File: config.mk
export PLATFORM = sky130hd
export DESIGN_NAME = dial_combination_lock_unit_flat
export DESIGN_NICKNAME = d
export VERILOG_FILES = /design/src/hw/rtl/dcl_pkg.sv /design/src/hw/rtl/dcl_in_if.sv /design/src/hw/rtl/dcl_out_if.sv /design/src/hw/rtl/dcl_in_reg.sv /design/src/hw/rtl/dcl_lock_step.sv /design/src/hw/rtl/dial_combination_lock_unit.sv /design/src/flat_wrapper.sv
export SDC_FILE = /design/constraint.sdc
export NUM_CORES = 1
export LEC_CHECK = 0
export BUFFER_PORTS_ARGS = -buffer_cell sky130_fd_sc_hd__buf_2
export CORE_UTILIZATION = 28
export DETAILED_ROUTE_END_ITERATION = 16
export GPL_TIMING_DRIVEN = 0
export PLACE_DENSITY_LB_ADDON = 0.15
export SETUP_SLACK_MARGIN = 0.2
export SLEW_MARGIN = 20
export SYNTH_ARGS = -nofsm -noshare
export SYNTH_HDL_FRONTEND = slang
export SYNTH_HIERARCHICAL = 1
export SYNTH_SLANG_ARGS = --single-unit
File: constraint.sdc
create_clock -name i_clk -period 8.9 [get_ports i_clk]
set_clock_uncertainty 0.05 [all_clocks]
set_input_delay 2.225 -clock i_clk [delete_from_list [all_inputs] [get_ports i_clk]]
set_output_delay 2.225 -clock i_clk [all_outputs]
set_load 0.02 [all_outputs]
File: src/hw/rtl/dcl_pkg.sv
// ----------------------------------------------------------------------------
// Dial combination lock package
// Shared constants, codes, word types and small helpers of the lock block.
// ----------------------------------------------------------------------------
package dcl_pkg;

    // Sample and position geometry.
    localparam int SAMPLE_BITS    = 10;
    localparam int POSITION_SHIFT = 5;
    localparam int POS_BITS       = 5;

    // Outer mode codes.
    localparam logic [2:0] MODE_IDLE   = 3'd0;
    localparam logic [2:0] MODE_RUN    = 3'd1;
    localparam logic [2:0] MODE_SOLVED = 3'd2;
    localparam logic [2:0] MODE_WON    = 3'd3;
    localparam logic [2:0] MODE_LOST   = 3'd4;

    // Lock stage codes.
    localparam logic [1:0] STAGE_FIRST  = 2'd0;
    localparam logic [1:0] STAGE_SECOND = 2'd1;
    localparam logic [1:0] STAGE_THIRD  = 2'd2;

    // Configuration register indexes.
    localparam int CFG_INDEX_BITS = 2;
    localparam logic [CFG_INDEX_BITS-1:0] CFG_FIRST  = 2'd0;
    localparam logic [CFG_INDEX_BITS-1:0] CFG_SECOND = 2'd1;
    localparam logic [CFG_INDEX_BITS-1:0] CFG_THIRD  = 2'd2;

    // Configuration reset values.
    localparam logic [POS_BITS-1:0] FIRST_RESET  = 5'd5;
    localparam logic [POS_BITS-1:0] SECOND_RESET = 5'd10;
    localparam logic [POS_BITS-1:0] THIRD_RESET  = 5'd15;

    // Pass counter limit and the window of a backward turn.
    localparam logic [1:0]          PASS_MAX  = 2'd3;
    localparam logic [POS_BITS-1:0] BACK_NEAR = 5'd2;
    localparam logic [POS_BITS-1:0] BACK_FAR  = 5'd19;

    typedef logic [POS_BITS-1:0] t_pos;

    typedef struct packed {
        logic [SAMPLE_BITS-1:0] dial_sample;
        logic                   start_game;
        logic                   game_won;
        logic                   game_lost;
        logic                   skip_pressed;
    } t_in_word;

    typedef struct packed {
        t_pos first_number;
        t_pos second_number;
        t_pos third_number;
    } t_combo;

    typedef struct packed {
        logic [2:0] mode;
        logic [1:0] lock_stage;
        logic       module_complete;
        t_pos       shown_position;
        logic [1:0] shown_tens;
        logic [3:0] shown_ones;
    } t_result;

    // Tens digit of a position from 0 to 31.
    function automatic logic [1:0] pos_tens(input t_pos pos);
        logic [1:0] tens;
        if (pos >= 5'd30) begin
            tens = 2'd3;
        end else if (pos >= 5'd20) begin
            tens = 2'd2;
        end else if (pos >= 5'd10) begin
            tens = 2'd1;
        end else begin
            tens = 2'd0;
        end
        return tens;
    endfunction

    // Ones digit of a position from 0 to 31.
    function automatic logic [3:0] pos_ones(input t_pos pos);
        t_pos base;
        t_pos rest;
        case (pos_tens(pos))
            2'd3:    base = 5'd30;
            2'd2:    base = 5'd20;
            2'd1:    base = 5'd10;
            default: base = 5'd0;
        endcase
        rest = pos - base;
        return rest[3:0];
    endfunction

endpackage

File: src/hw/rtl/dcl_in_if.sv
// ----------------------------------------------------------------------------
// Dial lock input channel
// Valid/ready channel that carries one debounce tick word.
// ----------------------------------------------------------------------------
interface dcl_in_if;
    logic                           valid;
    logic                           ready;
    logic [dcl_pkg::SAMPLE_BITS-1:0] dial_sample;
    logic                           start_game;
    logic                           game_won;
    logic                           game_lost;
    logic                           skip_pressed;

    modport source (
        output valid, dial_sample, start_game, game_won, game_lost, skip_pressed,
        input  ready
    );
    modport sink (
        input  valid, dial_sample, start_game, game_won, game_lost, skip_pressed,
        output ready
    );
endinterface

File: src/hw/rtl/dcl_out_if.sv
// ----------------------------------------------------------------------------
// Dial lock output channel
// Valid/ready channel that carries one lock status word.
// ----------------------------------------------------------------------------
interface dcl_out_if;
    logic       valid;
    logic       ready;
    logic [2:0] mode;
    logic [1:0] lock_stage;
    logic       module_complete;
    logic [4:0] shown_position;
    logic [1:0] shown_tens;
    logic [3:0] shown_ones;

    modport source (
        output valid, mode, lock_stage, module_complete, shown_position,
               shown_tens, shown_ones,
        input  ready
    );
    modport sink (
        input  valid, mode, lock_stage, module_complete, shown_position,
               shown_tens, shown_ones,
        output ready
    );
endinterface

File: src/hw/rtl/dcl_in_reg.sv
// ----------------------------------------------------------------------------
// Dial lock input register
// Captures one tick word and holds it until the lock step consumes it.
// ----------------------------------------------------------------------------
module dcl_in_reg (
    input  logic              i_clk,
    input  logic              i_rst_n,
    dcl_in_if.sink            i_in,
    input  logic              i_take,
    output logic              o_valid,
    output dcl_pkg::t_in_word o_word
);

    logic              r_valid;
    dcl_pkg::t_in_word r_word;

    // A held word leaves in the same cycle that a new one may enter.
    assign i_in.ready = !r_valid || i_take;

    always_ff @(posedge i_clk) begin
        if (!i_rst_n) begin
            r_valid <= 1'b0;
        end else if (i_in.ready) begin
            r_valid <= i_in.valid;
        end
    end

    always_ff @(posedge i_clk) begin
        if (i_in.valid && i_in.ready) begin
            r_word.dial_sample  <= i_in.dial_sample;
            r_word.start_game   <= i_in.start_game;
            r_word.game_won     <= i_in.game_won;
            r_word.game_lost    <= i_in.game_lost;
            r_word.skip_pressed <= i_in.skip_pressed;
        end
    end

    assign o_valid = r_valid;
    assign o_word  = r_word;

endmodule

File: src/hw/rtl/dcl_lock_step.sv
// ----------------------------------------------------------------------------
// Dial lock step
// Debounce, lock stage logic and outer mode machine for one tick word.
// ----------------------------------------------------------------------------
module dcl_lock_step (
    input  logic              i_clk,
    input  logic              i_rst_n,
    input  logic              i_en,
    input  dcl_pkg::t_in_word i_word,
    input  dcl_pkg::t_combo   i_combo,
    output dcl_pkg::t_result  o_result
);

    dcl_pkg::t_pos r_last_raw, n_last_raw;
    dcl_pkg::t_pos r_stable,   n_stable;
    dcl_pkg::t_pos r_current,  n_current;
    dcl_pkg::t_pos r_prior,    n_prior;
    logic [1:0]    r_stage,    n_stage;
    logic [1:0]    r_pass,     n_pass;
    logic          r_seen,     n_seen;
    logic [2:0]    r_mode,     n_mode;

    logic [dcl_pkg::SAMPLE_BITS-1:0] shifted;
    dcl_pkg::t_pos                   raw;
    dcl_pkg::t_pos                   down_gap;
    logic                            back_down;
    logic                            back_up;

    assign shifted = i_word.dial_sample >> dcl_pkg::POSITION_SHIFT;
    assign raw     = shifted[dcl_pkg::POS_BITS-1:0];

    // Debounce: a position counts once two samples in a row agree.
    always_comb begin
        n_last_raw = raw;
        n_stable   = (raw == r_last_raw) ? raw : r_stable;
    end

    // Turn direction between the prior and current shown positions.
    dcl_pkg::t_pos pr;
    dcl_pkg::t_pos cu;

    always_comb begin
        if (r_current != n_stable) begin
            pr = r_current;
            cu = n_stable;
        end else begin
            pr = r_prior;
            cu = r_current;
        end
    end

    assign down_gap  = cu - pr;
    assign back_down = (cu > pr) && (down_gap >= dcl_pkg::BACK_NEAR)
                       && (down_gap <= dcl_pkg::BACK_FAR);
    assign back_up   = (pr > cu) && ((pr - cu) >= dcl_pkg::BACK_NEAR)
                       && ((pr - cu) <= dcl_pkg::BACK_FAR);

    always_comb begin
        n_current = cu;
        n_prior   = pr;
        n_stage   = r_stage;
        n_pass    = r_pass;
        n_seen    = r_seen;
        n_mode    = r_mode;
        case (r_mode)
            dcl_pkg::MODE_IDLE: begin
                n_stage = dcl_pkg::STAGE_FIRST;
                if (i_word.start_game) begin
                    n_mode = dcl_pkg::MODE_RUN;
                end
            end
            dcl_pkg::MODE_RUN: begin
                case (r_stage)
                    dcl_pkg::STAGE_FIRST: begin
                        if (back_down) begin
                            n_pass = 2'd0;
                        end
                        if (cu == i_combo.first_number) begin
                            n_seen = 1'b1;
                        end
                        if (pr == i_combo.first_number && n_seen) begin
                            if (n_pass != dcl_pkg::PASS_MAX) begin
                                n_pass = n_pass + 2'd1;
                            end
                            n_seen = 1'b0;
                        end
                        if (n_pass > 2'd1 && n_seen) begin
                            n_stage = dcl_pkg::STAGE_SECOND;
                            n_pass  = 2'd0;
                            n_seen  = 1'b0;
                            n_prior = cu;
                        end
                    end
                    dcl_pkg::STAGE_SECOND: begin
                        if (cu == i_combo.second_number) begin
                            n_seen = 1'b1;
                        end
                        if (pr == i_combo.second_number && n_seen) begin
                            if (n_pass != dcl_pkg::PASS_MAX) begin
                                n_pass = n_pass + 2'd1;
                            end
                            n_seen = 1'b0;
                        end
                        if (n_pass == 2'd1 && n_seen) begin
                            n_stage = dcl_pkg::STAGE_THIRD;
                            n_pass  = 2'd0;
                            n_seen  = 1'b0;
                            n_prior = cu;
                        end
                        // A reversal in the same tick overrides the advance.
                        if (back_up) begin
                            n_pass  = 2'd0;
                            n_seen  = 1'b0;
                            n_stage = dcl_pkg::STAGE_FIRST;
                        end
                    end
                    dcl_pkg::STAGE_THIRD: begin
                        if (cu == i_combo.third_number) begin
                            n_stage = dcl_pkg::STAGE_FIRST;
                            n_pass  = 2'd0;
                            n_mode  = dcl_pkg::MODE_SOLVED;
                        end
                        if (back_down) begin
                            n_stage = dcl_pkg::STAGE_FIRST;
                            n_pass  = 2'd0;
                        end
                    end
                    default: begin
                        n_stage = r_stage;
                    end
                endcase
                if (i_word.game_won) begin
                    n_mode = dcl_pkg::MODE_WON;
                end else if (i_word.game_lost) begin
                    n_mode = dcl_pkg::MODE_LOST;
                end else if (i_word.skip_pressed) begin
                    n_mode = dcl_pkg::MODE_SOLVED;
                end
            end
            dcl_pkg::MODE_SOLVED: begin
                if (i_word.game_won) begin
                    n_mode = dcl_pkg::MODE_WON;
                end else if (i_word.game_lost) begin
                    n_mode = dcl_pkg::MODE_LOST;
                end
            end
            default: begin
                n_mode = r_mode;
            end
        endcase
    end

    always_ff @(posedge i_clk) begin
        if (!i_rst_n) begin
            r_last_raw <= '0;
            r_stable   <= '0;
            r_current  <= '0;
            r_prior    <= '0;
            r_stage    <= dcl_pkg::STAGE_FIRST;
            r_pass     <= 2'd0;
            r_seen     <= 1'b0;
            r_mode     <= dcl_pkg::MODE_IDLE;
        end else if (i_en) begin
            r_last_raw <= n_last_raw;
            r_stable   <= n_stable;
            r_current  <= n_current;
            r_prior    <= n_prior;
            r_stage    <= n_stage;
            r_pass     <= n_pass;
            r_seen     <= n_seen;
            r_mode     <= n_mode;
        end
    end

    always_comb begin
        o_result.mode            = n_mode;
        o_result.lock_stage      = n_stage;
        o_result.module_complete = (n_mode == dcl_pkg::MODE_SOLVED);
        o_result.shown_position  = n_stable;
        o_result.shown_tens      = dcl_pkg::pos_tens(n_stable);
        o_result.shown_ones      = dcl_pkg::pos_ones(n_stable);
    end

endmodule

File: src/hw/rtl/dial_combination_lock_unit.sv
// ----------------------------------------------------------------------------
// Dial combination lock unit
// Debounces dial ticks, tracks the three-number combination and the game mode.
// ----------------------------------------------------------------------------
// The unit takes one debounce tick word per cycle on i_in and returns exactly
// one status word on o_out for each tick. A tick is first held in the input
// register; the lock step then updates the debounce, lock stage and mode
// state and loads the status word into the output register, so a status
// word reaches o_out through the input and output registers, and one tick per
// cycle is sustained while o_out.ready stays high. The single output register
// sets the rate under backpressure: the input register keeps taking words as
// long as the output register drains. The three combination numbers are to be
// written on the plain write port (index 0 first, 1 second, 2 third) while
// no word is in flight, unchecked by the unit; writes to index 3 are ignored.
// ----------------------------------------------------------------------------
module dial_combination_lock_unit (
    input  logic                                i_clk,
    input  logic                                i_rst_n,
    dcl_in_if.sink                              i_in,
    dcl_out_if.source                           o_out,
    input  logic                                i_cfg_we,
    input  logic [dcl_pkg::CFG_INDEX_BITS-1:0]  i_cfg_index,
    input  logic [dcl_pkg::POS_BITS-1:0]        i_cfg_data
);

    logic              held_valid;
    dcl_pkg::t_in_word held_word;
    logic              advance;
    dcl_pkg::t_combo   r_combo;
    dcl_pkg::t_result  step_result;
    dcl_pkg::t_result  r_result;
    logic              r_out_valid;

    // The held tick moves on whenever the output register is free or draining.
    assign advance = held_valid && (!r_out_valid || o_out.ready);

    dcl_in_reg u_in_reg (
        .i_clk   (i_clk),
        .i_rst_n (i_rst_n),
        .i_in    (i_in),
        .i_take  (advance),
        .o_valid (held_valid),
        .o_word  (held_word)
    );

    // Combination registers.
    always_ff @(posedge i_clk) begin
        if (!i_rst_n) begin
            r_combo.first_number  <= dcl_pkg::FIRST_RESET;
            r_combo.second_number <= dcl_pkg::SECOND_RESET;
            r_combo.third_number  <= dcl_pkg::THIRD_RESET;
        end else if (i_cfg_we) begin
            case (i_cfg_index)
                dcl_pkg::CFG_FIRST:  r_combo.first_number  <= i_cfg_data;
                dcl_pkg::CFG_SECOND: r_combo.second_number <= i_cfg_data;
                dcl_pkg::CFG_THIRD:  r_combo.third_number  <= i_cfg_data;
                default: begin
                    r_combo <= r_combo;
                end
            endcase
        end
    end

    dcl_lock_step u_lock_step (
        .i_clk    (i_clk),
        .i_rst_n  (i_rst_n),
        .i_en     (advance),
        .i_word   (held_word),
        .i_combo  (r_combo),
        .o_result (step_result)
    );

    // Output register.
    always_ff @(posedge i_clk) begin
        if (!i_rst_n) begin
            r_out_valid <= 1'b0;
        end else if (advance) begin
            r_out_valid <= 1'b1;
        end else if (o_out.ready) begin
            r_out_valid <= 1'b0;
        end
    end

    always_ff @(posedge i_clk) begin
        if (advance) begin
            r_result <= step_result;
        end
    end

    assign o_out.valid           = r_out_valid;
    assign o_out.mode            = r_result.mode;
    assign o_out.lock_stage      = r_result.lock_stage;
    assign o_out.module_complete = r_result.module_complete;
    assign o_out.shown_position  = r_result.shown_position;
    assign o_out.shown_tens      = r_result.shown_tens;
    assign o_out.shown_ones      = r_result.shown_ones;

endmodule

File: src/flat_wrapper.sv
// flat-port wrapper written by rule: the top's interface ports become plain ports
module dial_combination_lock_unit_flat 
  (i_clk, i_rst_n, i_cfg_we, i_cfg_index, i_cfg_data, i_in_valid, i_in_dial_sample, i_in_start_game, i_in_game_won, i_in_game_lost, i_in_skip_pressed, i_in_ready, o_out_valid, o_out_mode, o_out_lock_stage, o_out_module_complete, o_out_shown_position, o_out_shown_tens, o_out_shown_ones, o_out_ready);
  dcl_in_if i_in_i ();
  dcl_out_if o_out_i ();
  input  logic i_clk;
  input  logic i_rst_n;
  input  logic i_cfg_we;
  input  logic [dcl_pkg::CFG_INDEX_BITS-1:0] i_cfg_index;
  input  logic [dcl_pkg::POS_BITS-1:0] i_cfg_data;
  input wire logic [$bits(i_in_i.valid)-1:0] i_in_valid;
  input wire logic [$bits(i_in_i.dial_sample)-1:0] i_in_dial_sample;
  input wire logic [$bits(i_in_i.start_game)-1:0] i_in_start_game;
  input wire logic [$bits(i_in_i.game_won)-1:0] i_in_game_won;
  input wire logic [$bits(i_in_i.game_lost)-1:0] i_in_game_lost;
  input wire logic [$bits(i_in_i.skip_pressed)-1:0] i_in_skip_pressed;
  output wire logic [$bits(i_in_i.ready)-1:0] i_in_ready;
  output wire logic [$bits(o_out_i.valid)-1:0] o_out_valid;
  output wire logic [$bits(o_out_i.mode)-1:0] o_out_mode;
  output wire logic [$bits(o_out_i.lock_stage)-1:0] o_out_lock_stage;
  output wire logic [$bits(o_out_i.module_complete)-1:0] o_out_module_complete;
  output wire logic [$bits(o_out_i.shown_position)-1:0] o_out_shown_position;
  output wire logic [$bits(o_out_i.shown_tens)-1:0] o_out_shown_tens;
  output wire logic [$bits(o_out_i.shown_ones)-1:0] o_out_shown_ones;
  input wire logic [$bits(o_out_i.ready)-1:0] o_out_ready;
  assign i_in_i.valid = i_in_valid;
  assign i_in_i.dial_sample = i_in_dial_sample;
  assign i_in_i.start_game = i_in_start_game;
  assign i_in_i.game_won = i_in_game_won;
  assign i_in_i.game_lost = i_in_game_lost;
  assign i_in_i.skip_pressed = i_in_skip_pressed;
  assign i_in_ready = i_in_i.ready;
  assign o_out_valid = o_out_i.valid;
  assign o_out_mode = o_out_i.mode;
  assign o_out_lock_stage = o_out_i.lock_stage;
  assign o_out_module_complete = o_out_i.module_complete;
  assign o_out_shown_position = o_out_i.shown_position;
  assign o_out_shown_tens = o_out_i.shown_tens;
  assign o_out_shown_ones = o_out_i.shown_ones;
  assign o_out_i.ready = o_out_ready;
  dial_combination_lock_unit u_core (.i_clk(i_clk), .i_rst_n(i_rst_n), .i_in(i_in_i), .o_out(o_out_i), .i_cfg_we(i_cfg_we), .i_cfg_index(i_cfg_index), .i_cfg_data(i_cfg_data));
endmodule
==> results.md <==
* Result of the run: completed
* Time the final worst path needs with I/O delays and setup at 6735 ps
* Layout Nets at 636
* I/O Pins at 45
* Area delta synth->final at 16.40%
* Die Span X at 133.5 µm
* Pin count of the biggest net entering global routing at 20
* Count of endpoints failing setup in the final report at 0
* Ant. Diodes at 0
* Gr ovfl total at 0
* Tightest Pin Transition at 848.8 ps
* Post-cts gate resize count at 0
* Category of the worst setup path capture point: register
* Critical Setup Path Class: register to register
* Post-CTS Hold Fix Bufs at 0
* Final GP Congestion at 0.8628
* Setup repair after global routing missed its margin: no
* Pwr per Cell Area at 186.2 nW/µm²
* Final standard cell area without fillers at 5632 µm²
* Number of slew-limit violations in the final report at 0
* Post-route clock period utilization at 75.68%
* Synthesis warning total at 6
* Final-layout fill cell count at 1777
* Source-to-sink clock delay at the later pin of the worst-skew pair at 340 ps
* WL/cell at 17.37 µm
* Y dimension of the die at 133.5 µm
* Final wirelength at 14.19 mm
* Initial antenna violation count at 0
* Setup ws final at 2165 ps
* Placement Cell Area at 5316 µm²
* Final-layout setup total negative slack at 0 ps
* CORE AREA at 16700 µm²
* Worst-case vdd ir drop at 0.09575 mV
* Worst hold path class: register to register
* Starting utilization of the core area at 28.97%
* Crit path launch: u_core/u_in_reg/o_word[9]
* Buffers added on ports at 39
* Commonest cells after routing, fill and taps aside: 45 x sky130_fd_sc_hd__dfxtp_1, 41 x sky130_fd_sc_hd__buf_2, 37 x sky130_fd_sc_hd__nor2_1
* Max-Cap Viols at 0
* Via count at 4273
* Worst setup SP type: register
* Area of the mapped netlist at 4838 µm²
* DP Wirelength at 10.70 mm
* Worst relative slew slack at 42.94%
* Total setup buffers inserted after CTS at 0
* Post-Syn Instances at 543
* Num CTS Buffers at 9
* Hold Path Origin: u_core/u_lock_step/r_stable[0]
* Global-route usage over all layers at 16.56%
* Syn Nets at 586
* Lkg Pwr at 2.150 nW
* Clock Sinks at 71
* Wire length of the first global-routing pass at 22.34 mm
* Critical R2R Launch: u_core/u_in_reg/o_word[9]
* Layout cells sized above 1 at 14.57%
* CTS Root Cell: sky130_fd_sc_hd__clkbuf_16
* Htree depth at 3
* Worst setup slack before clock tree synthesis at 2130 ps
* DRC at 0
* Critical path data arrival time at 6780 ps
* Final design utilization at 33.72%
* Starting DRT DRC Count at 237
* Number of optimization iterations in the first detailed-route pass at 5
* Biggest fanout along the worst timing path at 9
* Clock-pin transition on the worst setup and hold timing paths at 60 ps
* Clock tree from TritonCTS: done
* Vias per Instance at 5.230
* Final hold violation count at 0
* Antenna viol nets, final at 0
* Maximum count of clock buffers along a single path at 2
* Avg Cell Area, Syn at 8.910 µm²
* Leading cell type in the layout, fill and taps excluded: sky130_fd_sc_hd__dfxtp_1
* Die Footprint at 17810 µm²
* Required time at the worst-slack endpoint at 8940 ps
* Placement Rows at 47
* F_max at 148.5 MHz
* Via count of the first global-routing pass at 4058
## sequential cells by signal, summed over array words and instances (netlist names), 3 cells and up
register / count
u_core/u_in_reg/o_word: 9
u_core/u_lock_step/r_current: 5
u_core/o_out.shown_ones: 4
u_core/u_lock_step/r_mode: 3
u_core/u_lock_step/r_prior: 5
u_core/r_combo: 15
u_core/o_out.mode: 3
u_core/u_lock_step/r_last_raw: 5
u_core/u_lock_step/r_stable: 5
u_core/o_out.shown_position: 5
## worst max-delay path, cell delays in order, from the launching register on
cell and delay, ps:
sky130_fd_sc_hd__edfxtp_1 470, sky130_fd_sc_hd__xor2_1 210, sky130_fd_sc_hd__nor4_1 480, sky130_fd_sc_hd__nand2_1 290
sky130_fd_sc_hd__mux2i_1 580, sky130_fd_sc_hd__o2111a_1 280, sky130_fd_sc_hd__buf_6 140, sky130_fd_sc_hd__nand2_2 130
sky130_fd_sc_hd__mux2i_2 490, sky130_fd_sc_hd__inv_1 160, sky130_fd_sc_hd__ha_1 370, sky130_fd_sc_hd__ha_1 270
sky130_fd_sc_hd__nand2b_1 160, sky130_fd_sc_hd__or4_4 500, sky130_fd_sc_hd__a41oi_2 240, sky130_fd_sc_hd__nor2_1 70
sky130_fd_sc_hd__or4_4 540, sky130_fd_sc_hd__o22a_1 270, sky130_fd_sc_hd__and3_4 200, sky130_fd_sc_hd__a32o_1 270
sky130_fd_sc_hd__o2bb2a_1 290
## through the flow
| step | instances | power (mW) | hold slack, ps |
|---|---|---|---|
| floorplan | 543 | 0.5928 | 400.3 |
| global placement | 802 | 0.6690 | 421.0 |
| detailed placement | 802 | 0.6731 | 425.5 |
| CTS | 817 | 1.055 | 433.7 |
| global route | 817 | 1.106 | 459.8 |
| finish | 817 | 1.048 | 431.7 |
## where the power goes
part           internal (mW)  switching [mW]
Combinational          0.115           0.183
Sequential             0.357          0.0150
Clock                  0.239           0.139
Total                  0.712           0.337
## routing by layer
metal | track usage (%) | wire [µm] | up-vias
met3 | 3.006 | 653 | 19
met5 | 0 | 0 | -
met1 | 22.29 | 6766 | 2044
li1 | - | - | 2099
met4 | 7.008 | 291 | 0
met2 | 25.95 | 6480 | 111
## path summary, 6_finish.rpt
kind	cells past startpoint	slack [ps]	to
setup / recovery	20	2160	u_core/o_out.lock_stage[0]
setup reg to reg	20	2160	u_core/o_out.lock_stage[0]
hold reg to reg	2	430	u_core/u_lock_step/r_stable[0]
hold / removal	2	430	u_core/u_lock_step/r_stable[0]
## final cells by class
cell class	instances	area [µm²]	area share, %
timing repair buffer	39	195.2	3.466
multi-input combinational	406	2877	51.08
tap	220	275.3	4.888
sequential	71	1682	29.86
inverter	36	147.6	2.622
clock buffer	12	267.8	4.755
clock inverter	3	41.29	0.7332
buffer	30	146.4	2.599
No activity file was read; power rests on OpenSTA's default activity.
